**src/dsr_pkg.sv**
```systemverilog
`timescale 1ns / 1ps

package dsr_pkg;

    // Widths fixed by the transaction fields and the register map.
    localparam int ELEM_W     = 32;
    localparam int DIM_W      = 4;
    localparam int MODE_W     = 2;
    localparam int TOT_W      = 2 * DIM_W;
    localparam int CFG_IDX_W  = 1;
    localparam int CFG_DATA_W = 4;
    localparam int OCC_W      = 2;
    localparam int WIDE_W     = 64;

    // Defaults for the top-level parameters.
    localparam int MAX_DIM_DEF    = 8;
    localparam int DATA_WIDTH_DEF = 32;

    // Register indexes.
    localparam logic [CFG_IDX_W-1:0] REG_MATRIX_DIM = 1'd0;
    localparam logic [CFG_IDX_W-1:0] REG_MODE       = 1'd1;

    // Scan modes. The unused code behaves as the zigzag.
    localparam logic [MODE_W-1:0] MODE_UP     = 2'd0;
    localparam logic [MODE_W-1:0] MODE_DOWN   = 2'd1;
    localparam logic [MODE_W-1:0] MODE_ZIGZAG = 2'd2;

    localparam logic [DIM_W-1:0] DIM_RESET = 4'd8;

    // Read request from the scan sequencer to the store.
    typedef struct packed {
        logic issue;
        logic last;
    } dsr_rd_t;

    // Lowest row on anti-diagonal s of an n by n matrix.
    function automatic logic [DIM_W-1:0] diag_lo(input logic [DIM_W-1:0] s,
                                                 input logic [DIM_W-1:0] n);
        logic [DIM_W-1:0] lo;
        lo = '0;
        if (s >= n)
        begin
            lo = s - n + 1'b1;
        end
        return lo;
    endfunction

    // Highest row on anti-diagonal s of an n by n matrix.
    function automatic logic [DIM_W-1:0] diag_hi(input logic [DIM_W-1:0] s,
                                                 input logic [DIM_W-1:0] n);
        logic [DIM_W-1:0] hi;
        hi = n - 1'b1;
        if (s < n)
        begin
            hi = s;
        end
        return hi;
    endfunction

endpackage

```
**src/dsr_if.sv**
```systemverilog
`timescale 1ns / 1ps

interface dsr_elem_if;
    import dsr_pkg::*;

    logic                     valid;
    logic                     ready;
    logic signed [ELEM_W-1:0] elem_value;

    modport source (output valid, output elem_value, input ready);
    modport sink (input valid, input elem_value, output ready);
endinterface

interface dsr_scan_if;
    import dsr_pkg::*;

    logic                     valid;
    logic                     ready;
    logic signed [ELEM_W-1:0] out_value;
    logic                     out_last;

    modport source (output valid, output out_value, output out_last, input ready);
    modport sink (input valid, input out_value, input out_last, output ready);
endinterface

```
**src/dsr_store.sv**
```systemverilog
`timescale 1ns / 1ps

module dsr_store #(
    parameter int DEPTH = 64,
    parameter int AW    = 6,
    parameter int DW    = 32
) (
    input  logic          clk,
    input  logic          we,
    input  logic [AW-1:0] waddr,
    input  logic [DW-1:0] wdata,
    input  logic          re,
    input  logic [AW-1:0] raddr,
    output logic [DW-1:0] rdata
);
    logic [DW-1:0] mem [DEPTH];
    logic [DW-1:0] rdata_reg;

    always_ff @(posedge clk)
    begin
        if (we)
        begin
            mem[waddr] <= wdata;
        end
    end

    always_ff @(posedge clk)
    begin
        if (re)
        begin
            rdata_reg <= mem[raddr];
        end
    end

    assign rdata = rdata_reg;
endmodule

```
**src/dsr_scan_gen.sv**
```systemverilog
`timescale 1ns / 1ps

module dsr_scan_gen #(
    parameter int AW = 6
) (
    input  logic                     clk,
    input  logic                     rst_n,
    input  logic                     start,
    input  logic [dsr_pkg::DIM_W-1:0]  dim,
    input  logic [dsr_pkg::MODE_W-1:0] mode,
    input  logic                     space,
    output logic                     busy,
    output dsr_pkg::dsr_rd_t         rd,
    output logic [AW-1:0]            addr
);
    import dsr_pkg::*;

    logic [DIM_W-1:0] s_reg, s_next;
    logic [DIM_W-1:0] r_reg, r_next;
    logic             busy_reg, busy_next;

    logic [DIM_W-1:0] s_inc;
    logic [DIM_W-1:0] col;
    logic [DIM_W-1:0] last_s;
    logic [DIM_W:0]   twice_dim;
    logic [TOT_W-1:0] lin;
    logic             up_cur;
    logic             up_inc;
    logic             at_end;
    logic             is_last;
    logic             issue;

    // Walking direction of a diagonal: zigzag goes upward on even diagonals.
    function automatic logic walk_up(input logic [DIM_W-1:0] s,
                                     input logic [MODE_W-1:0] m);
        logic up;
        up = ~s[0];
        if (m == MODE_UP)
        begin
            up = 1'b1;
        end
        else if (m == MODE_DOWN)
        begin
            up = 1'b0;
        end
        return up;
    endfunction

    always_comb
    begin
        s_inc     = s_reg + 1'b1;
        col       = s_reg - r_reg;
        lin       = TOT_W'(r_reg) * TOT_W'(dim) + TOT_W'(col);
        twice_dim = {dim, 1'b0} - (DIM_W+1)'(2);
        last_s    = twice_dim[DIM_W-1:0];
        up_cur    = walk_up(s_reg, mode);
        up_inc    = walk_up(s_inc, mode);
        at_end    = up_cur ? (r_reg == diag_lo(s_reg, dim)) : (r_reg == diag_hi(s_reg, dim));
        is_last   = (s_reg == last_s);
        issue     = busy_reg & space;

        s_next    = s_reg;
        r_next    = r_reg;
        busy_next = busy_reg;
        if (start)
        begin
            s_next    = '0;
            r_next    = '0;
            busy_next = 1'b1;
        end
        else if (issue)
        begin
            if (is_last)
            begin
                busy_next = 1'b0;
            end
            else if (at_end)
            begin
                s_next = s_inc;
                r_next = up_inc ? diag_hi(s_inc, dim) : diag_lo(s_inc, dim);
            end
            else
            begin
                r_next = up_cur ? (r_reg - 1'b1) : (r_reg + 1'b1);
            end
        end
    end

    always_ff @(posedge clk or negedge rst_n)
    begin
        if (!rst_n)
        begin
            s_reg    <= '0;
            r_reg    <= '0;
            busy_reg <= 1'b0;
        end
        else
        begin
            s_reg    <= s_next;
            r_reg    <= r_next;
            busy_reg <= busy_next;
        end
    end

    assign busy     = busy_reg;
    assign rd.issue = issue;
    assign rd.last  = is_last;
    assign addr     = lin[AW-1:0];
endmodule

```
**src/dsr_out_buf.sv**
```systemverilog
`timescale 1ns / 1ps

module dsr_out_buf (
    input  logic                             clk,
    input  logic                             rst_n,
    input  logic                             push,
    input  logic signed [dsr_pkg::ELEM_W-1:0] push_value,
    input  logic                             push_last,
    input  logic                             pop,
    output logic                             valid,
    output logic signed [dsr_pkg::ELEM_W-1:0] head_value,
    output logic                             head_last,
    output logic [dsr_pkg::OCC_W-1:0]         occ
);
    import dsr_pkg::*;

    logic signed [ELEM_W-1:0] value_reg [2];
    logic                     last_reg [2];
    logic                     wptr_reg, wptr_next;
    logic                     rptr_reg, rptr_next;
    logic [OCC_W-1:0]         occ_reg, occ_next;

    always_comb
    begin
        wptr_next = wptr_reg ^ push;
        rptr_next = rptr_reg ^ pop;
        occ_next  = occ_reg + OCC_W'(push) - OCC_W'(pop);
    end

    always_ff @(posedge clk or negedge rst_n)
    begin
        if (!rst_n)
        begin
            wptr_reg <= 1'b0;
            rptr_reg <= 1'b0;
            occ_reg  <= '0;
        end
        else
        begin
            wptr_reg <= wptr_next;
            rptr_reg <= rptr_next;
            occ_reg  <= occ_next;
        end
    end

    always_ff @(posedge clk)
    begin
        if (push)
        begin
            value_reg[wptr_reg] <= push_value;
            last_reg[wptr_reg]  <= push_last;
        end
    end

    assign valid      = (occ_reg != '0);
    assign head_value = value_reg[rptr_reg];
    assign head_last  = last_reg[rptr_reg];
    assign occ        = occ_reg;
endmodule

```
**src/diagonal_scan_reorder.sv**
```systemverilog
`timescale 1ns / 1ps
// Start of scan: once the last element is taken the sequencer goes busy; the first read is
// registered in the store and then in the output buffer, which offers it to the scan port.
// Throughput: load, then one scan read per cycle (one read port) while the buffer has room.
// Reset: asynchronous, active low; matrix_dim returns to 8, mode to zigzag, load count to 0.
// The matrix store is not cleared; every entry is written before it is read.

module diagonal_scan_reorder #(
    parameter int MAX_DIM    = dsr_pkg::MAX_DIM_DEF,
    parameter int DATA_WIDTH = dsr_pkg::DATA_WIDTH_DEF
) (
    input  logic                              clk,
    input  logic                              rst_n,
    dsr_elem_if.sink                          elem,
    dsr_scan_if.source                        scan,
    input  logic                              cfg_we,
    input  logic [dsr_pkg::CFG_IDX_W-1:0]     cfg_index,
    input  logic [dsr_pkg::CFG_DATA_W-1:0]    cfg_data
);
    import dsr_pkg::*;

    // The store holds one matrix of at most MAX_DIM by MAX_DIM words.
    localparam int DEPTH = MAX_DIM * MAX_DIM;
    localparam int AW    = (DEPTH > 1) ? $clog2(DEPTH) : 1;
    localparam int CW    = $clog2(DEPTH + 1);

    // Configuration registers.
    logic [DIM_W-1:0]  dim_reg;
    logic [MODE_W-1:0] mode_reg;

    // Load counter: number of elements written into the store so far.
    logic [CW-1:0]     count_reg, count_next;
    logic [CW-1:0]     count_inc;

    // A read issued in one cycle returns its data in the next; these flag it.
    logic              pend_reg;
    logic              pend_last_reg;

    logic [DIM_W-1:0]  dim_act;
    logic [TOT_W-1:0]  total;
    logic              in_acc;
    logic              start;
    logic              busy;
    logic              space;
    logic              pop;
    logic [OCC_W-1:0]  occ;
    logic [OCC_W-1:0]  fill;
    dsr_rd_t           rd;
    logic [AW-1:0]     raddr;
    logic [DATA_WIDTH-1:0] wdata;
    logic [DATA_WIDTH-1:0] rdata;
    logic [WIDE_W-1:0] rdata_wide;

    // A zero dimension behaves as one; a dimension above MAX_DIM is clipped to it.
    always_comb
    begin
        dim_act = dim_reg;
        if (dim_reg == '0)
        begin
            dim_act = DIM_W'(1);
        end
        else if (dim_reg > DIM_W'(MAX_DIM))
        begin
            dim_act = DIM_W'(MAX_DIM);
        end
        total = TOT_W'(dim_act) * TOT_W'(dim_act);
    end

    // Configuration writes must arrive only while the block is idle; the block does not enforce it.
    always_ff @(posedge clk or negedge rst_n)
    begin
        if (!rst_n)
        begin
            dim_reg  <= DIM_RESET;
            mode_reg <= MODE_ZIGZAG;
        end
        else if (cfg_we)
        begin
            unique case (cfg_index)
                REG_MATRIX_DIM: dim_reg  <= cfg_data[DIM_W-1:0];
                REG_MODE:       mode_reg <= cfg_data[MODE_W-1:0];
                default:        ;
            endcase
        end
    end

    // Loading. The input is held off while a scan is being issued so that
    // no element overwrites an entry still waiting to be read. Once the
    // count reaches n*n (also after the dimension was lowered mid-load)
    // the counter clears and the scan sequencer starts.
    assign elem.ready = ~busy;
    assign in_acc     = elem.valid & elem.ready;

    always_comb
    begin
        count_inc  = count_reg + 1'b1;
        count_next = count_reg;
        start      = 1'b0;
        if (in_acc)
        begin
            if (TOT_W'(count_inc) >= total)
            begin
                count_next = '0;
                start      = 1'b1;
            end
            else
            begin
                count_next = count_inc;
            end
        end
    end

    always_ff @(posedge clk or negedge rst_n)
    begin
        if (!rst_n)
        begin
            count_reg     <= '0;
            pend_reg      <= 1'b0;
            pend_last_reg <= 1'b0;
        end
        else
        begin
            count_reg     <= count_next;
            pend_reg      <= rd.issue;
            pend_last_reg <= rd.issue & rd.last;
        end
    end

    // Stored words keep the low DATA_WIDTH bits of the element.
    assign wdata = DATA_WIDTH'({{(WIDE_W-ELEM_W){1'b0}}, elem.elem_value});

    dsr_store #(
        .DEPTH (DEPTH),
        .AW    (AW),
        .DW    (DATA_WIDTH)
    ) u_store (
        .clk   (clk),
        .we    (in_acc),
        .waddr (count_reg[AW-1:0]),
        .wdata (wdata),
        .re    (rd.issue),
        .raddr (raddr),
        .rdata (rdata)
    );

    // Credit check: the output buffer has two entries, and a read in flight
    // already owns one. A read may be issued when the entries held plus the
    // one in flight, less any leaving this cycle, stay below two.
    assign pop   = scan.valid & scan.ready;
    assign fill  = occ + OCC_W'(pend_reg);
    assign space = (fill != OCC_W'(2)) | pop;

    dsr_scan_gen #(
        .AW    (AW)
    ) u_scan_gen (
        .clk   (clk),
        .rst_n (rst_n),
        .start (start),
        .dim   (dim_act),
        .mode  (mode_reg),
        .space (space),
        .busy  (busy),
        .rd    (rd),
        .addr  (raddr)
    );

    // The word leaves as its low 32 bits, zero-filled when the store is narrower.
    assign rdata_wide = WIDE_W'(rdata);

    dsr_out_buf u_out_buf (
        .clk        (clk),
        .rst_n      (rst_n),
        .push       (pend_reg),
        .push_value (rdata_wide[ELEM_W-1:0]),
        .push_last  (pend_last_reg),
        .pop        (pop),
        .valid      (scan.valid),
        .head_value (scan.out_value),
        .head_last  (scan.out_last),
        .occ        (occ)
    );
endmodule
```
**src/flat_wrapper.sv**
```systemverilog
// flat-port wrapper written by rule: the top's interface ports become plain ports
module diagonal_scan_reorder_flat import dsr_pkg::*;
#(
    parameter int MAX_DIM    = dsr_pkg::MAX_DIM_DEF,
    parameter int DATA_WIDTH = dsr_pkg::DATA_WIDTH_DEF
)
  (clk, rst_n, cfg_we, cfg_index, cfg_data, elem_valid, elem_elem_value, elem_ready, scan_valid, scan_out_value, scan_out_last, scan_ready);
  dsr_elem_if elem_i ();
  dsr_scan_if scan_i ();
  input  logic clk;
  input  logic rst_n;
  input  logic cfg_we;
  input  logic [dsr_pkg::CFG_IDX_W-1:0] cfg_index;
  input  logic [dsr_pkg::CFG_DATA_W-1:0] cfg_data;
  input wire logic [$bits(elem_i.valid)-1:0] elem_valid;
  input wire logic [$bits(elem_i.elem_value)-1:0] elem_elem_value;
  output wire logic [$bits(elem_i.ready)-1:0] elem_ready;
  output wire logic [$bits(scan_i.valid)-1:0] scan_valid;
  output wire logic [$bits(scan_i.out_value)-1:0] scan_out_value;
  output wire logic [$bits(scan_i.out_last)-1:0] scan_out_last;
  input wire logic [$bits(scan_i.ready)-1:0] scan_ready;
  assign elem_i.valid = elem_valid;
  assign elem_i.elem_value = elem_elem_value;
  assign elem_ready = elem_i.ready;
  assign scan_valid = scan_i.valid;
  assign scan_out_value = scan_i.out_value;
  assign scan_out_last = scan_i.out_last;
  assign scan_i.ready = scan_ready;
  diagonal_scan_reorder #(.MAX_DIM(MAX_DIM), .DATA_WIDTH(DATA_WIDTH)) u_core (.clk(clk), .rst_n(rst_n), .elem(elem_i), .scan(scan_i), .cfg_we(cfg_we), .cfg_index(cfg_index), .cfg_data(cfg_data));
endmodule
```
**config.mk**
```make
export PLATFORM = sky130hd
export DESIGN_NAME = diagonal_scan_reorder_flat
export DESIGN_NICKNAME = d
export VERILOG_FILES = /design/src/dsr_pkg.sv /design/src/dsr_if.sv /design/src/dsr_store.sv /design/src/dsr_scan_gen.sv /design/src/dsr_out_buf.sv /design/src/diagonal_scan_reorder.sv /design/src/flat_wrapper.sv
export SDC_FILE = /design/constraint.sdc
export NUM_CORES = 2
export LEC_CHECK = 0
export ABC_AREA = 0
export BUFFER_PORTS_ARGS = -buffer_cell sky130_fd_sc_hd__buf_2
export CORE_MARGIN = 2
export CORE_UTILIZATION = 61
export DETAILED_ROUTE_END_ITERATION = 8
export GPL_TIMING_DRIVEN = 0
export PLACE_DENSITY = 0.82
export SYNTH_ARGS = -nofsm -noshare
export SYNTH_HDL_FRONTEND = slang
export SYNTH_SLANG_ARGS = --single-unit
```
**constraint.sdc**
```tcl
create_clock -name clk -period 9 [get_ports clk]
set_clock_uncertainty 0.05 [all_clocks]
set_input_delay 2.7 -clock clk [delete_from_list [all_inputs] [get_ports clk]]
set_output_delay 2.7 -clock clk [all_outputs]
set_load 0.03 [all_outputs]
```
Word level (Yosys, flattened, before mapping)
Memory sizes are Yosys's and may differ from the RTL's. A register that Yosys moved wholly into a read port is not among the register bits.
Index checks and enable logic that the tools add are counted.
{"block": "totals", "ff_bits": 28, "latchBits": 0, "ram_bits": 2114, "rom_bits": 0, "word_cells": 95, "n_memories": 3}
{"name": "u_core.u_store.mem", "depth": 64, "width": 32, "read_ports": 1, "rd_clocked_by_memory_dff": 1, "wr": 1, "line": "dsr_store.sv:16", "rtl": "logic [DW-1:0] mem [DEPTH];"}
{"name": "u_core.u_out_buf.value_reg", "depth": 2, "width": 32, "read_ports": 1, "rd_clocked_by_memory_dff": 0, "wr": 1, "line": "dsr_out_buf.sv:17", "rtl": "logic signed [ELEM_W-1:0] value_reg [2];"}
{"name": "u_core.u_out_buf.last_reg", "depth": 2, "width": 1, "read_ports": 1, "rd_clocked_by_memory_dff": 0, "wr": 1, "line": "dsr_out_buf.sv:18", "rtl": "logic last_reg [2];"}
{"block": "op_classes", "add_sub_neg": 14, "multipliers": 2, "n_div": 0, "order_cmp": 6, "n_eq_ne": 6, "shift": 0, "muxes": 31, "bitwise_logic": 11, "n_reduce_logical": 11}
{"op": "$mux 4", "count": 16}
{"op": "$add 4x1->4 const B", "count": 4}
{"op": "$mux 1", "count": 14}
{"op": "$eq 4x4->1", "count": 3}
{"op": "$sub 4x4->4", "count": 3}
{"op": "$ge 4x4->1", "count": 2}
{"op": "$ge 7x8->1", "count": 1}
{"op": "$lt 4x4->1", "count": 2}
{"op": "$mul 4x4->8", "count": 1}
{"op": "$reduce_and 2->1", "count": 4}
{"op": "$reduce_bool 2->1", "count": 4}
{"op": "$sub 4x1->4 const B", "count": 2}
{"op": "$add 7x1->7 const B", "count": 1}
{"op": "$mux 7", "count": 1}
{"op": "$add 6x4->6", "count": 1}
{"op": "$mul 4x4->6", "count": 1}
{"op": "$and 1x1->1", "count": 4}
{"op": "$gt 4x4->1 const B", "count": 1}
{"op": "$logic_not 4->1", "count": 1}
{"op": "$not 1->1", "count": 4}
{"op": "$sub 4x2->4 const B", "count": 1}
{"op": "$reduce_and 3->1", "count": 1}
{"op": "$add 2x1->2", "count": 1}
{"op": "$eq 2x1->1 const B", "count": 1}
{"op": "6 further kinds", "count": 7}

Logic depth before layout (Yosys ltp)
{"block": "logic_depth", "ltp_word": 12, "depth_mapped": 18, "ltp_nobuf": 16}

Modules after synthesis
Synthesis repeated with hierarchy kept, for this count alone.
{"block": "unflattened", "hier_cells": 3785, "area_unflattened_um2": 84791.3}
{"mod": "dsr_store", "n_inst": 1, "cells_per_inst": 3324, "area_each_um2": 78835.6}
{"mod": "dsr_out_buf", "n_inst": 1, "cells_per_inst": 118, "area_each_um2": 2737.6}
{"mod": "dsr_scan_gen", "n_inst": 1, "cells_per_inst": 236, "area_each_um2": 2143.3}
{"mod": "diagonal_scan_reorder", "n_inst": 1, "cells_per_inst": 107, "area_each_um2": 1074.8}

Worst setup path after synthesis
No wires, ideal clock.
{"block": "synth_path", "kind": "input -> register", "from": "input port scan_ready", "to": "register u_core.u_scan_gen.s_reg[3]", "setup_ps": 128, "arrival_ps": 5923, "slack_ps": 2900, "path_stages": 6, "cell_sequence": "o22ai_1 a21oi_1 o21ai_0 nor3_1 nand2_1 mux2_1"}
{"block": "synth_via", "elab_chain_len": 5}
{"element": "start: declaration", "line": "flat_wrapper.sv:21", "rtl": "input wire logic [$bits(scan_i.ready)-1:0] scan_ready;"}
{"element": "$and 1x1->1", "line": "diagonal_scan_reorder.sv:149", "rtl": "assign pop = scan.valid & scan.ready;"}
{"element": "$or 1x1->1", "line": "diagonal_scan_reorder.sv:151", "rtl": "assign space = (fill != OCC_W'(2)) | pop;"}
{"element": "$and 1x1->1", "line": "dsr_scan_gen.sv:60", "rtl": "issue = busy_reg & space;"}
{"element": "via u_core.u_scan_gen.issue", "line": "dsr_scan_gen.sv:31", "rtl": "logic issue;"}
{"element": "$reduce_bool 2->1 (no source line)"}
{"element": "$reduce_and 3->1 (no source line)"}
{"element": "end signal: assignment", "line": "dsr_scan_gen.sv:99", "rtl": "s_reg <= s_next;"}
{"element": "end: declaration", "line": "dsr_scan_gen.sv:18", "rtl": "logic [DIM_W-1:0] s_reg, s_next;"}
The timed path passes the listed nets, and every way through them passes these cells.
A chain may end at the register's enable or synchronous reset.

Worst setup path after layout
{"block": "layout_path", "from": "register u_core.dim_reg[1]", "to": "register u_core.u_store.rdata_reg[0], in the netlist u_core.u_store.rdata[0] (read register of u_core.u_store.mem), data pin"}
{"block": "layout_via", "elab_chain_len": 5}
{"element": "start: declaration", "line": "diagonal_scan_reorder.sv:28", "rtl": "logic [DIM_W-1:0] dim_reg;"}
{"element": "start signal: assignment", "line": "diagonal_scan_reorder.sv:80", "rtl": "REG_MATRIX_DIM: dim_reg <= cfg_data[DIM_W-1:0];"}
{"element": "$gt 4x4->1", "line": "diagonal_scan_reorder.sv:62", "rtl": "else if (dim_reg > DIM_W'(MAX_DIM))"}
{"element": "$mux 4", "line": "diagonal_scan_reorder.sv:62"}
{"element": "$mux 4 *", "line": "diagonal_scan_reorder.sv:58", "rtl": "if (dim_reg == '0)"}
{"element": "$mul 4x4->6 *", "line": "dsr_scan_gen.sv:53", "rtl": "lin = TOT_W'(r_reg) * TOT_W'(dim) + TOT_W'(col);"}
{"element": "$add 6x4->6 *", "line": "dsr_scan_gen.sv:53"}
{"element": "end: declaration", "line": "dsr_store.sv:17", "rtl": "logic [DW-1:0] rdata_reg;"}
Mark *: on every way between the ends. The rest lies on a longest branch, timed or not.

==> out/qor.yml <==
worst-endpoint-required_ns: 9.49
place.gp.congestion: 0.9370
post-route-worst-setup-slack_ns: 0.8974
violations: "capacitance limit, slew limit"
dr.first_iter.drc_count: 8875
globalRouteTotalUtil_pct: 36.23
grt_pass1_vias: 43948
globalRouteMet3Util_pct: 9.848
timing_worst_setup_path_type: "register to register"
reg2regPathDepth: 17
synth_top_flop_cell: "sky130_fd_sc_hd__edfxtp_1"
final-seq-area_mm2: 0.06515
crit_family: "buffers and inverters"
cp_cell_sequence: "nor2b_1 > inv_1 > nor2_1 > fa_1 > inv_1 > fa_1 > inv_1 > fa_1 > ha_1 > a21oi_1 > xnor2_2 > buf_2 > buf_1 > buf_1 > a211oi_1 > a21oi_1 > a21oi_1"
cp-end-kind: "register"
core_area_mm2: 0.1375
multiInputGateArea_mm2: 0.01897
synth_area_per_cell_um2: 23.72
postCtsSetupRepairBufs: 0
number_of_fill_cells_in_the_layout: 7447
pin_count: 77
final_period_minus_worst_setup_slack_ns: 8.103
die_w_um: 376.3
yosys_register_bits: 2174
antenna_found_initial: 33
io_buffer_count: 76
finalWirelength_um: 252000
global_route_wire_length_before_repair_um: 347800
timing.critical_path.to: "u_core.u_store.rdata[0]"
clock_tree.htree_level_count: 4
synth_async_sr_flop_share_pct: 1.288
worstSkewPairLatency_ns: 0.83
timing.fmax_mhz: 123.4
ctsLongestPathBuffers: 3
rsz0062_at_grt: "false"
clock_pin_slew_worst_setup_and_hold_paths_ns: 0.07
dieArea_mm2: 0.1416
timing.max_cap.violations: 1
synth_cells: 3564
post-route-period-util_pct: 90.03
worst_setup_path_startpoint: "u_core.dim_reg[1]"
grt.met2_usage_pct: 57.50
netlist_area_mm2: 0.08453
tritoncts: "done"
viasPerCell: 7.495
synthMostInstantiatedCell: "sky130_fd_sc_hd__edfxtp_1"
cts_made_buffers: 198
slew_headroom_pct: -2.454
number_of_enable_flip_flop_cells_after_synthesis: 2146
largest_register_ffs: 2048
worstMarginPinSlew_ns: 1.537
yosys.area.top_type: "sky130_fd_sc_hd__edfxtp_1"
post_cts_resize_count: 0
run_status: "complete, but fails checks"
worst_setup_path_start_kind: "register"
rr_endpoint: "u_core.u_store.rdata[0]"
initial_core_util_pct: 61.48
ys_types: 64
hold_path_class: "register to register"
layout-area-overhead-vs-synth_pct: 13.24
ys.warnings.count: 0
layout-drive-gt1-share_pct: 31.82
timing.final.max_slew_violations: 65
detailed_place_hpwl_um: 143100
holdBufCountCts: 0
cpPeakStageDelay_ns: 1.00
detail-route-antenna-nets: 0
timing.critical_path.fanout_max: 11
fin_setup_tns_ns: 0
cts_root_buf: "sky130_fd_sc_hd__clkbuf_16"
remaining_drc_errors: 0
report.final.hold_viol_count: 0
die_h_um: 376.3
vias: 44102
timing.final.setup_violations: 0
critical_path_arrival_ns: 8.60
final_core_util_pct: 69.62
grt_overflow: 0
grt_start_max_net_pins: 65
crit_cells: 17
worstReg2RegStart: "u_core.dim_reg[1]"
clock-sinks: 2174
r2r_slack_ns: 0.90
nNetsFinal: 4014
synth.area.top_cells: "sky130_fd_sc_hd__edfxtp_1, sky130_fd_sc_hd__mux4_2, sky130_fd_sc_hd__mux2_2"
cp_num_buf_inv: 6
placement_stage_worst_setup_slack_ns: 1.469
drtPass1Iterations: 8
wl_per_cell_um: 42.83
sequential_cell_area_fraction_in_the_yosys_report_pct: 77.07
yosys-top-cells-count: "sky130_fd_sc_hd__edfxtp_1, sky130_fd_sc_hd__mux4_2, sky130_fd_sc_hd__nor2_1"
gr-usage-met1_pct: 45.17
busiest_layer: "met2"
netlist.area_leader.share_pct: 76.24
cp_slowest_cell: "sky130_fd_sc_hd__buf_1"
core.rowCount: 136
[logic make-up after synthesis]
logic type | after synthesis | synth area share [%]
adder cells (fa/ha/maj) | 62 | 1.033
other | 1 | 0.004436
flip-flops | 2174 | 77.07
multiplexers | 752 | 18.42
AND/OR/NAND/NOR | 218 | 1.189
XOR/XNOR | 31 | 0.3464
buffers and inverters | 213 | 1.094
AO/OA/AOI/OAI | 113 | 0.8437
[area by class of cell]
type / count / area share, %
Multi-Input combinational cell: 1178 / 19.82
Clock buffer: 249 / 5.551
Timing Repair Buffer: 145 / 2.123
Tap cell: 1794 / 2.345
Sequential cell: 2174 / 68.05
Inverter: 35 / 0.1372
Antenna cell: 14 / 0.03660
Buffer: 178 / 0.8300
Clock inverter: 117 / 1.107
[per-stage QoR]
step,cells,area (um2),hold slack (ns)
after global placement,5435,87160,0.3740
after global routing,5872,95690,0.4035
after CTS,5868,95630,0.3984
after detailed placement,5502,89250,0.3806
final,5884,95720,0.3991
after floorplan,3565,84530,0.3704
[metal layers]
layer  part of all wire, %  vias to the layer above
met1                    31                    22579
met2                    48                     4567
met4                   7.8                       22
met5                 0.065                        -
met3                    13                     1044
li1                      -                    15890
[worst min path at each step]
stage / from / end / depth (start not counted)
after CTS: u_core.u_store.rdata[12] / u_core.u_out_buf.value_reg[0][12] / 0
after detailed placement: u_core.u_store.rdata[12] / u_core.u_out_buf.value_reg[1][12] / 0
after floorplan: u_core.pend_last_reg / u_core.u_out_buf.last_reg[0] / 0
after global routing: u_core.u_store.rdata[20] / u_core.u_out_buf.value_reg[1][20] / 0
final: u_core.u_store.rdata[18] / u_core.u_out_buf.value_reg[0][18] / 0
after global placement: u_core.u_store.rdata[12] / u_core.u_out_buf.value_reg[0][12] / 0
[cells in the final DEF (no fill, tap or decap), types with 12 or more instances in the layout]
cell type / count
sky130_fd_sc_hd__a21oi_1: 18
sky130_fd_sc_hd__buf_1: 21
sky130_fd_sc_hd__buf_12: 36
sky130_fd_sc_hd__buf_16: 33
sky130_fd_sc_hd__buf_2: 128
sky130_fd_sc_hd__buf_4: 18
sky130_fd_sc_hd__bufinv_16: 18
sky130_fd_sc_hd__clkbuf_1: 125
sky130_fd_sc_hd__clkbuf_16: 204
sky130_fd_sc_hd__clkinv_1: 39
sky130_fd_sc_hd__clkinv_2: 47
sky130_fd_sc_hd__dfrtp_1: 26
sky130_fd_sc_hd__diode_2: 14
sky130_fd_sc_hd__edfxtp_1: 2146
sky130_fd_sc_hd__fa_1: 13
sky130_fd_sc_hd__ha_1: 47
sky130_fd_sc_hd__inv_1: 33
sky130_fd_sc_hd__mux2_2: 69
sky130_fd_sc_hd__mux2i_1: 46
sky130_fd_sc_hd__mux4_2: 636
sky130_fd_sc_hd__nand2_1: 58
sky130_fd_sc_hd__nor2_1: 24
sky130_fd_sc_hd__nor2_4: 64
sky130_fd_sc_hd__nor2b_1: 12
sky130_fd_sc_hd__o21ai_0: 16
sky130_fd_sc_hd__o21ai_1: 30
sky130_fd_sc_hd__xnor2_1: 20
Power is not shown: default switching activity piles up to over one toggle a cycle in this logic, so the estimate is an artifact.
